`src/rtl/rcs_pkg.sv`:
```
// Shared types and constants for the rectangle command setup block.
package rcs_pkg;

  // Command kinds carried on the input channel.
  typedef enum logic [1:0] {
    KIND_CLEAR   = 2'd0,
    KIND_RECT    = 2'd1,
    KIND_CAMERA  = 2'd2,
    KIND_UNKNOWN = 2'd3
  } kind_t;

  // Configuration register indexes.
  localparam logic [0:0] REG_SCREEN_WIDTH  = 1'b0;
  localparam logic [0:0] REG_SCREEN_HEIGHT = 1'b1;

  localparam int SCREEN_W     = 13;
  localparam int START_W      = 15;
  localparam int END_W        = 16;
  localparam int POS_W        = 24;
  localparam int REL_W        = POS_W + 1;
  localparam int SIZE_W       = 16;
  localparam int COLOR_W      = 32;
  localparam int START_MAX    = 32767;
  localparam int END_MIN      = -32768;

  localparam logic [SCREEN_W-1:0] RESET_WIDTH  = 13'd640;
  localparam logic [SCREEN_W-1:0] RESET_HEIGHT = 13'd480;

  // Pipeline advance controls shared by the datapath modules.
  typedef struct packed {
    logic load_mul;
    logic load_out;
  } rcs_adv_t;

endpackage

```
`src/rtl/rect_command_setup.sv`:
```
// Top level of the rectangle command setup block: handshake, config and pipeline control.
//
// Input channel: one render command per transaction (in_valid / in_stall).
// Output channel: one span per clear or rectangle command (out_valid / out_stall).
// Set camera and unknown commands, and every command while halted, give no
// transaction on the output; they only update the camera or halt state.
// The pipeline has three register stages: input decode and camera subtract,
// the zoom multiplies, then truncation and clamping into the output register.
// A span reaches the output register through the input register and the multiply register,
// and one command is accepted every cycle while in_stall is low.
// empty_res is decoded from the output register.
// When the receiver stalls, the output register holds its span and the
// earlier stages keep filling; in_stall rises only once every stage is full.
// Reset empties the pipeline, restores the camera to offset 0 and zoom 1.0,
// clears the halt and loads the screen size 640 by 480.
// Screen size registers are written through wr_en / wr_index / wr_data; the user writes
// them only while no transaction is in flight, and the block itself does not enforce this.
module rect_command_setup #(
  parameter int MAX_DIM   = 4096,
  parameter int FRAC_BITS = 8
) (
  input  logic                                 clk,
  input  logic                                 rst,
  input  logic                                 wr_en,
  input  logic [0:0]                           wr_index,
  input  logic [rcs_pkg::SCREEN_W-1:0]         wr_data,
  input  logic                                 in_valid,
  output logic                                 in_stall,
  input  logic [1:0]                           kind,
  input  logic                                 first_in_buffer,
  input  logic signed [rcs_pkg::POS_W-1:0]     pos_x,
  input  logic signed [rcs_pkg::POS_W-1:0]     pos_y,
  input  logic [rcs_pkg::SIZE_W-1:0]           size_w,
  input  logic [rcs_pkg::SIZE_W-1:0]           size_h,
  input  logic [15:0]                          zoom_value,
  input  logic [rcs_pkg::COLOR_W-1:0]          color,
  output logic                                 out_valid,
  input  logic                                 out_stall,
  output logic [rcs_pkg::START_W-1:0]          x_start,
  output logic [rcs_pkg::START_W-1:0]          y_start,
  output logic signed [rcs_pkg::END_W-1:0]     x_end,
  output logic signed [rcs_pkg::END_W-1:0]     y_end,
  output logic [rcs_pkg::COLOR_W-1:0]          fill_color,
  output logic                                 empty_res
);
  import rcs_pkg::*;

  localparam int ZW = (FRAC_BITS + 1 > 16) ? FRAC_BITS + 1 : 16;
  localparam int DW = $clog2(MAX_DIM + 1);

  logic [SCREEN_W-1:0] screen_width;
  logic [SCREEN_W-1:0] screen_height;

  logic v1, v2, v3;
  logic out_free, mv23, s2_free, mv12, s1_free, accept, produce;
  rcs_adv_t adv;

  logic signed [REL_W-1:0] rel_x, rel_y;
  logic [ZW-1:0]           zoom;
  logic [SIZE_W-1:0]       len_w, len_h;
  logic [DW-1:0]           dim_w, dim_h;
  logic                    is_clear;
  logic [COLOR_W-1:0]      fill1, fill2;

  always_ff @(posedge clk) begin
    if (rst) begin
      screen_width  <= RESET_WIDTH;
      screen_height <= RESET_HEIGHT;
    end else if (wr_en) begin
      unique case (wr_index)
        REG_SCREEN_WIDTH:  screen_width  <= wr_data;
        REG_SCREEN_HEIGHT: screen_height <= wr_data;
        default: ;
      endcase
    end
  end

  // Each stage moves forward when the stage after it is empty or moving.
  assign out_free = !v3 || !out_stall;
  assign mv23     = v2 && out_free;
  assign s2_free  = !v2 || mv23;
  assign mv12     = v1 && s2_free;
  assign s1_free  = !v1 || mv12;
  assign in_stall = !s1_free;
  assign accept   = in_valid && s1_free;

  assign adv.load_mul = mv12;
  assign adv.load_out = mv23;

  always_ff @(posedge clk) begin
    if (rst) begin
      v1 <= 1'b0;
      v2 <= 1'b0;
      v3 <= 1'b0;
    end else begin
      if (accept && produce) begin
        v1 <= 1'b1;
      end else if (mv12) begin
        v1 <= 1'b0;
      end
      if (mv12) begin
        v2 <= 1'b1;
      end else if (mv23) begin
        v2 <= 1'b0;
      end
      if (mv23) begin
        v3 <= 1'b1;
      end else if (out_free) begin
        v3 <= 1'b0;
      end
    end
  end

  always_ff @(posedge clk) begin
    if (mv12) begin
      fill2 <= fill1;
    end
    if (mv23) begin
      fill_color <= fill2;
    end
  end

  rcs_front #(
    .MAX_DIM   (MAX_DIM),
    .FRAC_BITS (FRAC_BITS),
    .ZW        (ZW),
    .DW        (DW)
  ) u_front (
    .clk             (clk),
    .rst             (rst),
    .accept          (accept),
    .kind            (kind),
    .first_in_buffer (first_in_buffer),
    .pos_x           (pos_x),
    .pos_y           (pos_y),
    .size_w          (size_w),
    .size_h          (size_h),
    .zoom_value      (zoom_value),
    .color           (color),
    .screen_width    (screen_width),
    .screen_height   (screen_height),
    .produce         (produce),
    .rel_x           (rel_x),
    .rel_y           (rel_y),
    .zoom            (zoom),
    .len_w           (len_w),
    .len_h           (len_h),
    .dim_w           (dim_w),
    .dim_h           (dim_h),
    .is_clear        (is_clear),
    .fill            (fill1)
  );

  rcs_axis #(
    .FRAC_BITS (FRAC_BITS),
    .ZW        (ZW),
    .DW        (DW)
  ) u_axis_x (
    .clk        (clk),
    .adv        (adv),
    .rel        (rel_x),
    .zoom       (zoom),
    .size       (len_w),
    .dim        (dim_w),
    .is_clear   (is_clear),
    .span_start (x_start),
    .span_end   (x_end)
  );

  rcs_axis #(
    .FRAC_BITS (FRAC_BITS),
    .ZW        (ZW),
    .DW        (DW)
  ) u_axis_y (
    .clk        (clk),
    .adv        (adv),
    .rel        (rel_y),
    .zoom       (zoom),
    .size       (len_h),
    .dim        (dim_h),
    .is_clear   (is_clear),
    .span_start (y_start),
    .span_end   (y_end)
  );

  assign out_valid = v3;
  assign empty_res = ($signed({1'b0, x_start}) >= x_end) ||
                     ($signed({1'b0, y_start}) >= y_end);

endmodule

```
`src/rtl/rcs_front.sv`:
```
// Command decode, camera state and the input register stage.
module rcs_front #(
  parameter int MAX_DIM   = 4096,
  parameter int FRAC_BITS = 8,
  parameter int ZW        = 16,
  parameter int DW        = 13
) (
  input  logic                                   clk,
  input  logic                                   rst,
  input  logic                                   accept,
  input  logic [1:0]                             kind,
  input  logic                                   first_in_buffer,
  input  logic signed [rcs_pkg::POS_W-1:0]       pos_x,
  input  logic signed [rcs_pkg::POS_W-1:0]       pos_y,
  input  logic [rcs_pkg::SIZE_W-1:0]             size_w,
  input  logic [rcs_pkg::SIZE_W-1:0]             size_h,
  input  logic [15:0]                            zoom_value,
  input  logic [rcs_pkg::COLOR_W-1:0]            color,
  input  logic [rcs_pkg::SCREEN_W-1:0]           screen_width,
  input  logic [rcs_pkg::SCREEN_W-1:0]           screen_height,
  output logic                                   produce,
  output logic signed [rcs_pkg::REL_W-1:0]       rel_x,
  output logic signed [rcs_pkg::REL_W-1:0]       rel_y,
  output logic [ZW-1:0]                          zoom,
  output logic [rcs_pkg::SIZE_W-1:0]             len_w,
  output logic [rcs_pkg::SIZE_W-1:0]             len_h,
  output logic [DW-1:0]                          dim_w,
  output logic [DW-1:0]                          dim_h,
  output logic                                   is_clear,
  output logic [rcs_pkg::COLOR_W-1:0]            fill
);
  import rcs_pkg::*;

  localparam int CMPW = (DW > SCREEN_W) ? DW : SCREEN_W;
  localparam logic [ZW-1:0] ZOOM_ONE = ZW'(1) << FRAC_BITS;

  logic signed [POS_W-1:0] camera_x;
  logic signed [POS_W-1:0] camera_y;
  logic [ZW-1:0]           camera_zoom;
  logic                    halted;

  logic signed [POS_W-1:0] cam_x_eff;
  logic signed [POS_W-1:0] cam_y_eff;
  logic [ZW-1:0]           zoom_eff;
  logic                    halted_eff;
  logic [CMPW-1:0]         sw_ext;
  logic [CMPW-1:0]         sh_ext;
  kind_t                   cmd;

  // A first-in-buffer mark restores the camera before the command is decoded.
  assign cam_x_eff  = first_in_buffer ? '0 : camera_x;
  assign cam_y_eff  = first_in_buffer ? '0 : camera_y;
  assign zoom_eff   = first_in_buffer ? ZOOM_ONE : camera_zoom;
  assign halted_eff = first_in_buffer ? 1'b0 : halted;
  assign cmd        = kind_t'(kind);

  assign produce = !halted_eff && ((cmd == KIND_CLEAR) || (cmd == KIND_RECT));

  assign sw_ext = CMPW'(screen_width);
  assign sh_ext = CMPW'(screen_height);

  always_ff @(posedge clk) begin
    if (rst) begin
      camera_x    <= '0;
      camera_y    <= '0;
      camera_zoom <= ZOOM_ONE;
      halted      <= 1'b0;
    end else if (accept) begin
      camera_x    <= cam_x_eff;
      camera_y    <= cam_y_eff;
      camera_zoom <= zoom_eff;
      halted      <= halted_eff;
      if (!halted_eff) begin
        unique case (cmd)
          KIND_CAMERA: begin
            camera_x    <= pos_x;
            camera_y    <= pos_y;
            camera_zoom <= ZW'(zoom_value);
          end
          KIND_UNKNOWN: halted <= 1'b1;
          default: ;
        endcase
      end
    end
  end

  always_ff @(posedge clk) begin
    if (accept) begin
      rel_x    <= REL_W'(pos_x) - REL_W'(cam_x_eff);
      rel_y    <= REL_W'(pos_y) - REL_W'(cam_y_eff);
      zoom     <= zoom_eff;
      len_w    <= size_w;
      len_h    <= size_h;
      dim_w    <= (sw_ext > CMPW'(MAX_DIM)) ? DW'(MAX_DIM) : DW'(screen_width);
      dim_h    <= (sh_ext > CMPW'(MAX_DIM)) ? DW'(MAX_DIM) : DW'(screen_height);
      is_clear <= (cmd == KIND_CLEAR);
      fill     <= color;
    end
  end

endmodule

```
`src/rtl/rcs_axis.sv`:
```
// One axis of the span datapath: scale stage, then truncate and clamp stage.
module rcs_axis #(
  parameter int FRAC_BITS = 8,
  parameter int ZW        = 16,
  parameter int DW        = 13
) (
  input  logic                                 clk,
  input  rcs_pkg::rcs_adv_t                    adv,
  input  logic signed [rcs_pkg::REL_W-1:0]     rel,
  input  logic [ZW-1:0]                        zoom,
  input  logic [rcs_pkg::SIZE_W-1:0]           size,
  input  logic [DW-1:0]                        dim,
  input  logic                                 is_clear,
  output logic [rcs_pkg::START_W-1:0]          span_start,
  output logic signed [rcs_pkg::END_W-1:0]     span_end
);
  import rcs_pkg::*;

  localparam int PW  = REL_W + ZW + 1;
  localparam int DTW = DW + 2 * FRAC_BITS - 1;
  localparam int SW  = ((PW > DTW + 1) ? PW : DTW + 1) + 1;
  localparam int LW  = SIZE_W + ZW + FRAC_BITS;
  localparam int EW  = ((SW > LW + 1) ? SW : LW + 1) + 1;
  localparam int FB2 = 2 * FRAC_BITS;
  localparam int QW  = EW - FB2;
  localparam logic signed [QW-1:0] Q_START_MAX = QW'(START_MAX);
  localparam logic signed [QW-1:0] Q_END_MIN   = QW'(END_MIN);

  // Division by the fixed-point scale, truncating toward zero.
  function automatic logic signed [QW-1:0] trunc_q(input logic signed [EW-1:0] v);
    logic signed [QW-1:0] q;
    q = v[EW-1:FB2];
    if (v[EW-1] && (|v[FB2-1:0])) begin
      q = q + QW'(1);
    end
    return q;
  endfunction

  logic signed [PW-1:0] prod;
  logic [SW-1:0]        dim_term;
  logic [LW-1:0]        len_next;
  logic signed [SW-1:0] s_pos;
  logic [LW-1:0]        s_len;
  logic [DW-1:0]        s_dim;
  logic                 s_clear;

  logic signed [EW-1:0] lo_full;
  logic signed [EW-1:0] hi_full;
  logic signed [QW-1:0] q_lo;
  logic signed [QW-1:0] q_hi;
  logic signed [QW-1:0] q_dim;

  assign prod     = rel * $signed({1'b0, zoom});
  assign dim_term = SW'(dim) << (FB2 - 1);
  assign len_next = (LW'(size) * LW'(zoom)) << FRAC_BITS;

  always_ff @(posedge clk) begin
    if (adv.load_mul) begin
      s_pos   <= SW'(prod) + $signed(dim_term);
      s_len   <= len_next;
      s_dim   <= dim;
      s_clear <= is_clear;
    end
  end

  assign lo_full = EW'(s_pos);
  assign hi_full = EW'(s_pos) + $signed(EW'(s_len));
  assign q_lo    = trunc_q(lo_full);
  assign q_hi    = trunc_q(hi_full);
  assign q_dim   = $signed(QW'(s_dim));

  always_ff @(posedge clk) begin
    if (adv.load_out) begin
      if (s_clear) begin
        span_start <= '0;
        span_end   <= END_W'(s_dim);
      end else begin
        if (q_lo < 0) begin
          span_start <= '0;
        end else if (q_lo > Q_START_MAX) begin
          span_start <= START_W'(START_MAX);
        end else begin
          span_start <= q_lo[START_W-1:0];
        end
        if (q_hi > q_dim) begin
          span_end <= END_W'(s_dim);
        end else if (q_hi < Q_END_MIN) begin
          span_end <= END_W'(END_MIN);
        end else begin
          span_end <= q_hi[END_W-1:0];
        end
      end
    end
  end

endmodule

```
`config.mk`:
```
export PLATFORM = sky130hd
export DESIGN_NAME = rect_command_setup
export DESIGN_NICKNAME = d
export VERILOG_FILES = /design/src/rtl/rcs_pkg.sv /design/src/rtl/rect_command_setup.sv /design/src/rtl/rcs_front.sv /design/src/rtl/rcs_axis.sv
export SDC_FILE = /design/constraint.sdc
export NUM_CORES = 2
export LEC_CHECK = 0
export ABC_AREA = 1
export BUFFER_PORTS_ARGS = -buffer_cell sky130_fd_sc_hd__buf_2
export CORE_MARGIN = 3
export CORE_UTILIZATION = 60
export CTS_CLUSTER_SIZE = 30
export DETAILED_ROUTE_END_ITERATION = 6
export PLACE_DENSITY = 0.77
export SLEW_MARGIN = 0
export SYNTH_ARGS = -nofsm -noshare
export SYNTH_HDL_FRONTEND = slang
export SYNTH_SLANG_ARGS = --single-unit
export TNS_END_PERCENT = 50
```
`constraint.sdc`:
```
create_clock -name clk -period 9.3 [get_ports clk]
set_input_delay 1.86 -clock clk [delete_from_list [all_inputs] [get_ports clk]]
set_output_delay 1.86 -clock clk [all_outputs]
set_load 0.02 [all_outputs]
```
==> key figures <==
Floorplanning
  – Die Area: between 100000 and 150000 µm²
  – Die H: 370.4 µm
  – Die W: between 300 and 400 µm
  – Std-Cell Core Area: between 100000 and 150000 µm²
  – Row cnt: around 130
  – # IOs: around 250
  – Initial core utilization: 60.53%

Global routing
  – Largest net degree at the start of global routing: around 160
  – Met2 usage: slightly above 50%
  – GRT Total Usage: approximately 33%
  – Met1 Use GR: a little under half
  – GRT overflow: 0
  – Global-route wire length before repair: approximately 350000 µm
  – GRT Max-Usage Layer: met2
  – GR Layer Usage met3: under 10%
  – Vias in the first global route: 65390
  – Initial antenna violation count: 9

Worst setup path
  – R2r setup slk: roughly 1.7 ns
  – FF-to-FF End: u_axis_y.s_pos[27]$_DFFE_PP_
  – Crit end category: flip-flop
  – CP max FO: 25
  – CP required: around 9.7 ns
  – CP Class: reg -> reg
  – R2R depth: 26
  – Startpoint Class: flip-flop
  – Data arrival, critical path: between 7 and 8 ns
  – Reg2reg start: u_front.zoom[6]$_DFFE_PP_

Final layout
  – Final Non-Filler Cells: around 12000
  – Layout Utilization: between 60% and 70%
  – Commonest cells after routing, fill and taps aside: 2687 x inv_1, 2476 x nand2_1, 1206 x fa_1
  – Most common cell after layout, fill and taps aside: inv_1
  – Layout Nets: between 10000 and 15000
  – Layout cells sized above 1: 5.376%
  – Area delta synth->final: 6.292%

Route
  – Antenna-violating nets left: 0
  – Final wirelength: 222900 µm
  – Total number of vias: 63510
  – DRC: 0
  – Initial DRC Count: between 5000 and 6000
  – DR pass1 iterations: 7
  – Vias/cell: around 5.4
  – Drt wl/cell: roughly 19 µm

Timing
  – Slew Limit Fails: 0
  – Worst slew margin: between 15 and 20%
  – Total Neg Setup Slack: 0 ns
  – Min Tclk post-route: between 7 and 8 ns
  – Slew @ Worst Pin: 1.238 ns
  – Worst Clk Skew: just over 0.07 ns
  – Max Clk Rate: 132.1 MHz
  – RSZ-0062 raised after global routing: no
  – Tcrit/Tclk final: between 80% and 90%
  – Setup violations, final: 0
  – Final hold vios: 0
  – Setup slack after layout: around 1.7 ns

Synthesis
  – Synth top area cells: fa_1 30%, edfxtp_1 17%, inv_1 13%
  – Flops & latches, synth: about 550
  – Yosys top cell area share: a little under a third
  – Ys async rst share: 0%
  – Ys flop type: edfxtp_1
  – Post-Syn Area: roughly 80000 µm²
  – Net count after synthesis: roughly 12000
  – Gate Count Post-Synth: between 9000 and 10000
  – Syn_area_per_cell: about 8 µm²
  – Yosys cell types: between 50 and 60
  – Warnings from Yosys: 0
  – Cell taking the most area after synthesis: fa_1
  – EDFF count, synth: between 400 and 500
  – Register area share after synthesis: 19.70%

Clock tree
  – H-tree depth: 3
  – Hold_buf cts: 0
  – CTS tree: built
  – Sink Count: 554
  – Worst skew pair latency: 0.71 ns
  – Buffer count from post-CTS setup fixing: 0
  – CTS buffer count: 70
  – Root Driver: clkbuf_16
  – Max Buffers Root-to-Sink: 3
  – Worst-path clk slew: ~0.070 ns
  – Post-cts resize count: 0

Job
  – Max Cap Viol: 0

Placement
  – Cells after DPL: 11580
  – Port buffer count: roughly 250
  – Place WS: slightly above 2 ns
  – Detail Placement HPWL: 177500 µm
  – GP Congestion: slightly above 1

Hold path
  – Worst hold path depth: 0
  – Hold wc startpoint: fill2[27]$_DFFE_PP_
  – Worst Hold Endpoint: fill_color[27]$_DFFE_PP_
  – Worst hold-check path type: reg -> reg

Status
  – Outcome: completed
logic make-up (layout without fill, tap and decap cells):
family                     count (synthesis)  count (layout)  share of synthesized area, %
DFF                                      554             554                         19.70
other                                      0               4                             0
xor gates and xnor gates                 265             265                         2.913
AOI/OAI and AO/OA                        787             787                         5.394
muxes                                      3               3                       0.03769
adders and majority gates               1822            1822                         39.97
and+or+nand+nor                         3397            3397                         17.39
buffers and inverters                   3083            3124                         14.59
area by class of cell:
type / instances / area, µm²
clock inverters: 50 / 719.4
clock buffers: 77 / 1809
multi-input cells: 6274 / 52390
flip-flops and latches: 554 / 15700
diodes: 4 / 10.01
repair buffers: 290 / 1699
fillers: 11090 / 46940
inverters: 2707 / 10180
well taps: 1755 / 2196
state kept, by name (all words and copies together), names as in the netlist, 15 cells and up:
signal and cells:
u_axis_x.s_pos 43, u_axis_y.s_pos 43, fill2 32, fill_color 32, u_axis_x.s_len 32, u_axis_y.s_len 32, u_front.fill 32, u_front.rel_x 25
u_front.rel_y 25, u_front.camera_x 24, u_front.camera_y 24, u_axis_x.span_end 16, u_axis_y.span_end 16, u_front.camera_zoom 16, u_front.len_h 16, u_front.len_w 16
u_front.zoom 16, u_axis_x.span_start 15, u_axis_y.span_start 15
cells in the mapped netlist, drive strengths merged, types with 35 or more instances:
| cell type | number |
|---|---|
| nand3 | 227 |
| nand2 | 2521 |
| edfxtp | 460 |
| nor2 | 449 |
| nor3 | 48 |
| xnor2 | 106 |
| dfxtp | 94 |
| inv | 2700 |
| a31oi | 35 |
| fa | 1206 |
| ha | 616 |
| clkbuf | 364 |
| xor2 | 159 |
| nand4 | 110 |
| a21oi | 385 |
| o21ai | 263 |
worst max path at each step:
| stage | start | endpoint | depth (start not counted) |
|---|---|---|---|
| after detailed placement | u_front.zoom[6]$_DFFE_PP_ | u_axis_y.s_pos[27]$_DFFE_PP_ | 26 |
| final | u_front.zoom[6]$_DFFE_PP_ | u_axis_y.s_pos[27]$_DFFE_PP_ | 26 |
| after global placement | u_front.zoom[6]$_DFFE_PP_ | u_axis_y.s_pos[31]$_DFFE_PP_ | 26 |
| after CTS | u_front.zoom[6]$_DFFE_PP_ | u_axis_y.s_pos[27]$_DFFE_PP_ | 26 |
| after floorplan | out_stall | u_front.dim_h[0]$_SDFFCE_PN0P_ | 9 |
| after global routing | u_front.zoom[1]$_DFFE_PP_ | u_axis_x.s_len[36]$_DFFE_PP_ | 18 |
critical path: stages, from the launching register on:
cell and delay [ns]:
edfxtp_1 1.14, buf_4 0.47, nand2_1 0.13, fa_1 0.56, fa_1 0.41, inv_1 0.07, ha_1 0.17, inv_1 0.06
fa_1 0.48, inv_1 0.04, ha_1 0.28, inv_1 0.05, fa_1 0.47, inv_1 0.06, ha_1 0.36, nand2_1 0.10
inv_1 0.04, a21oi_1 0.30, o21ai_1 0.18, a21boi_0 0.32, o21ai_1 0.14, a21boi_0 0.49, o21ai_1 0.23, a21boi_0 0.35
or2_2 0.19, nand2_1 0.06, xor2_1 0.15
per-layer routing:
metal	vias to the layer above	wire, µm
li1	29350	-
met1	30900	93670
met2	2789	99480
met3	463	22440
met4	14	7185
met5	-	122
stage by stage:
step           instance area, µm²  hold WS (ns)
2_1_floorplan               79680        0.4003
3_3_place_gp                82150        0.4005
3_5_place_dp                82150        0.4045
4_1_cts                     84680        0.4065
5_1_grt                     84680        0.4090
6_report                    84690        0.4033
Power is left out: the tool's default activity adds up to more than one toggle a clock period on the data nets, which glitch-free logic cannot reach.
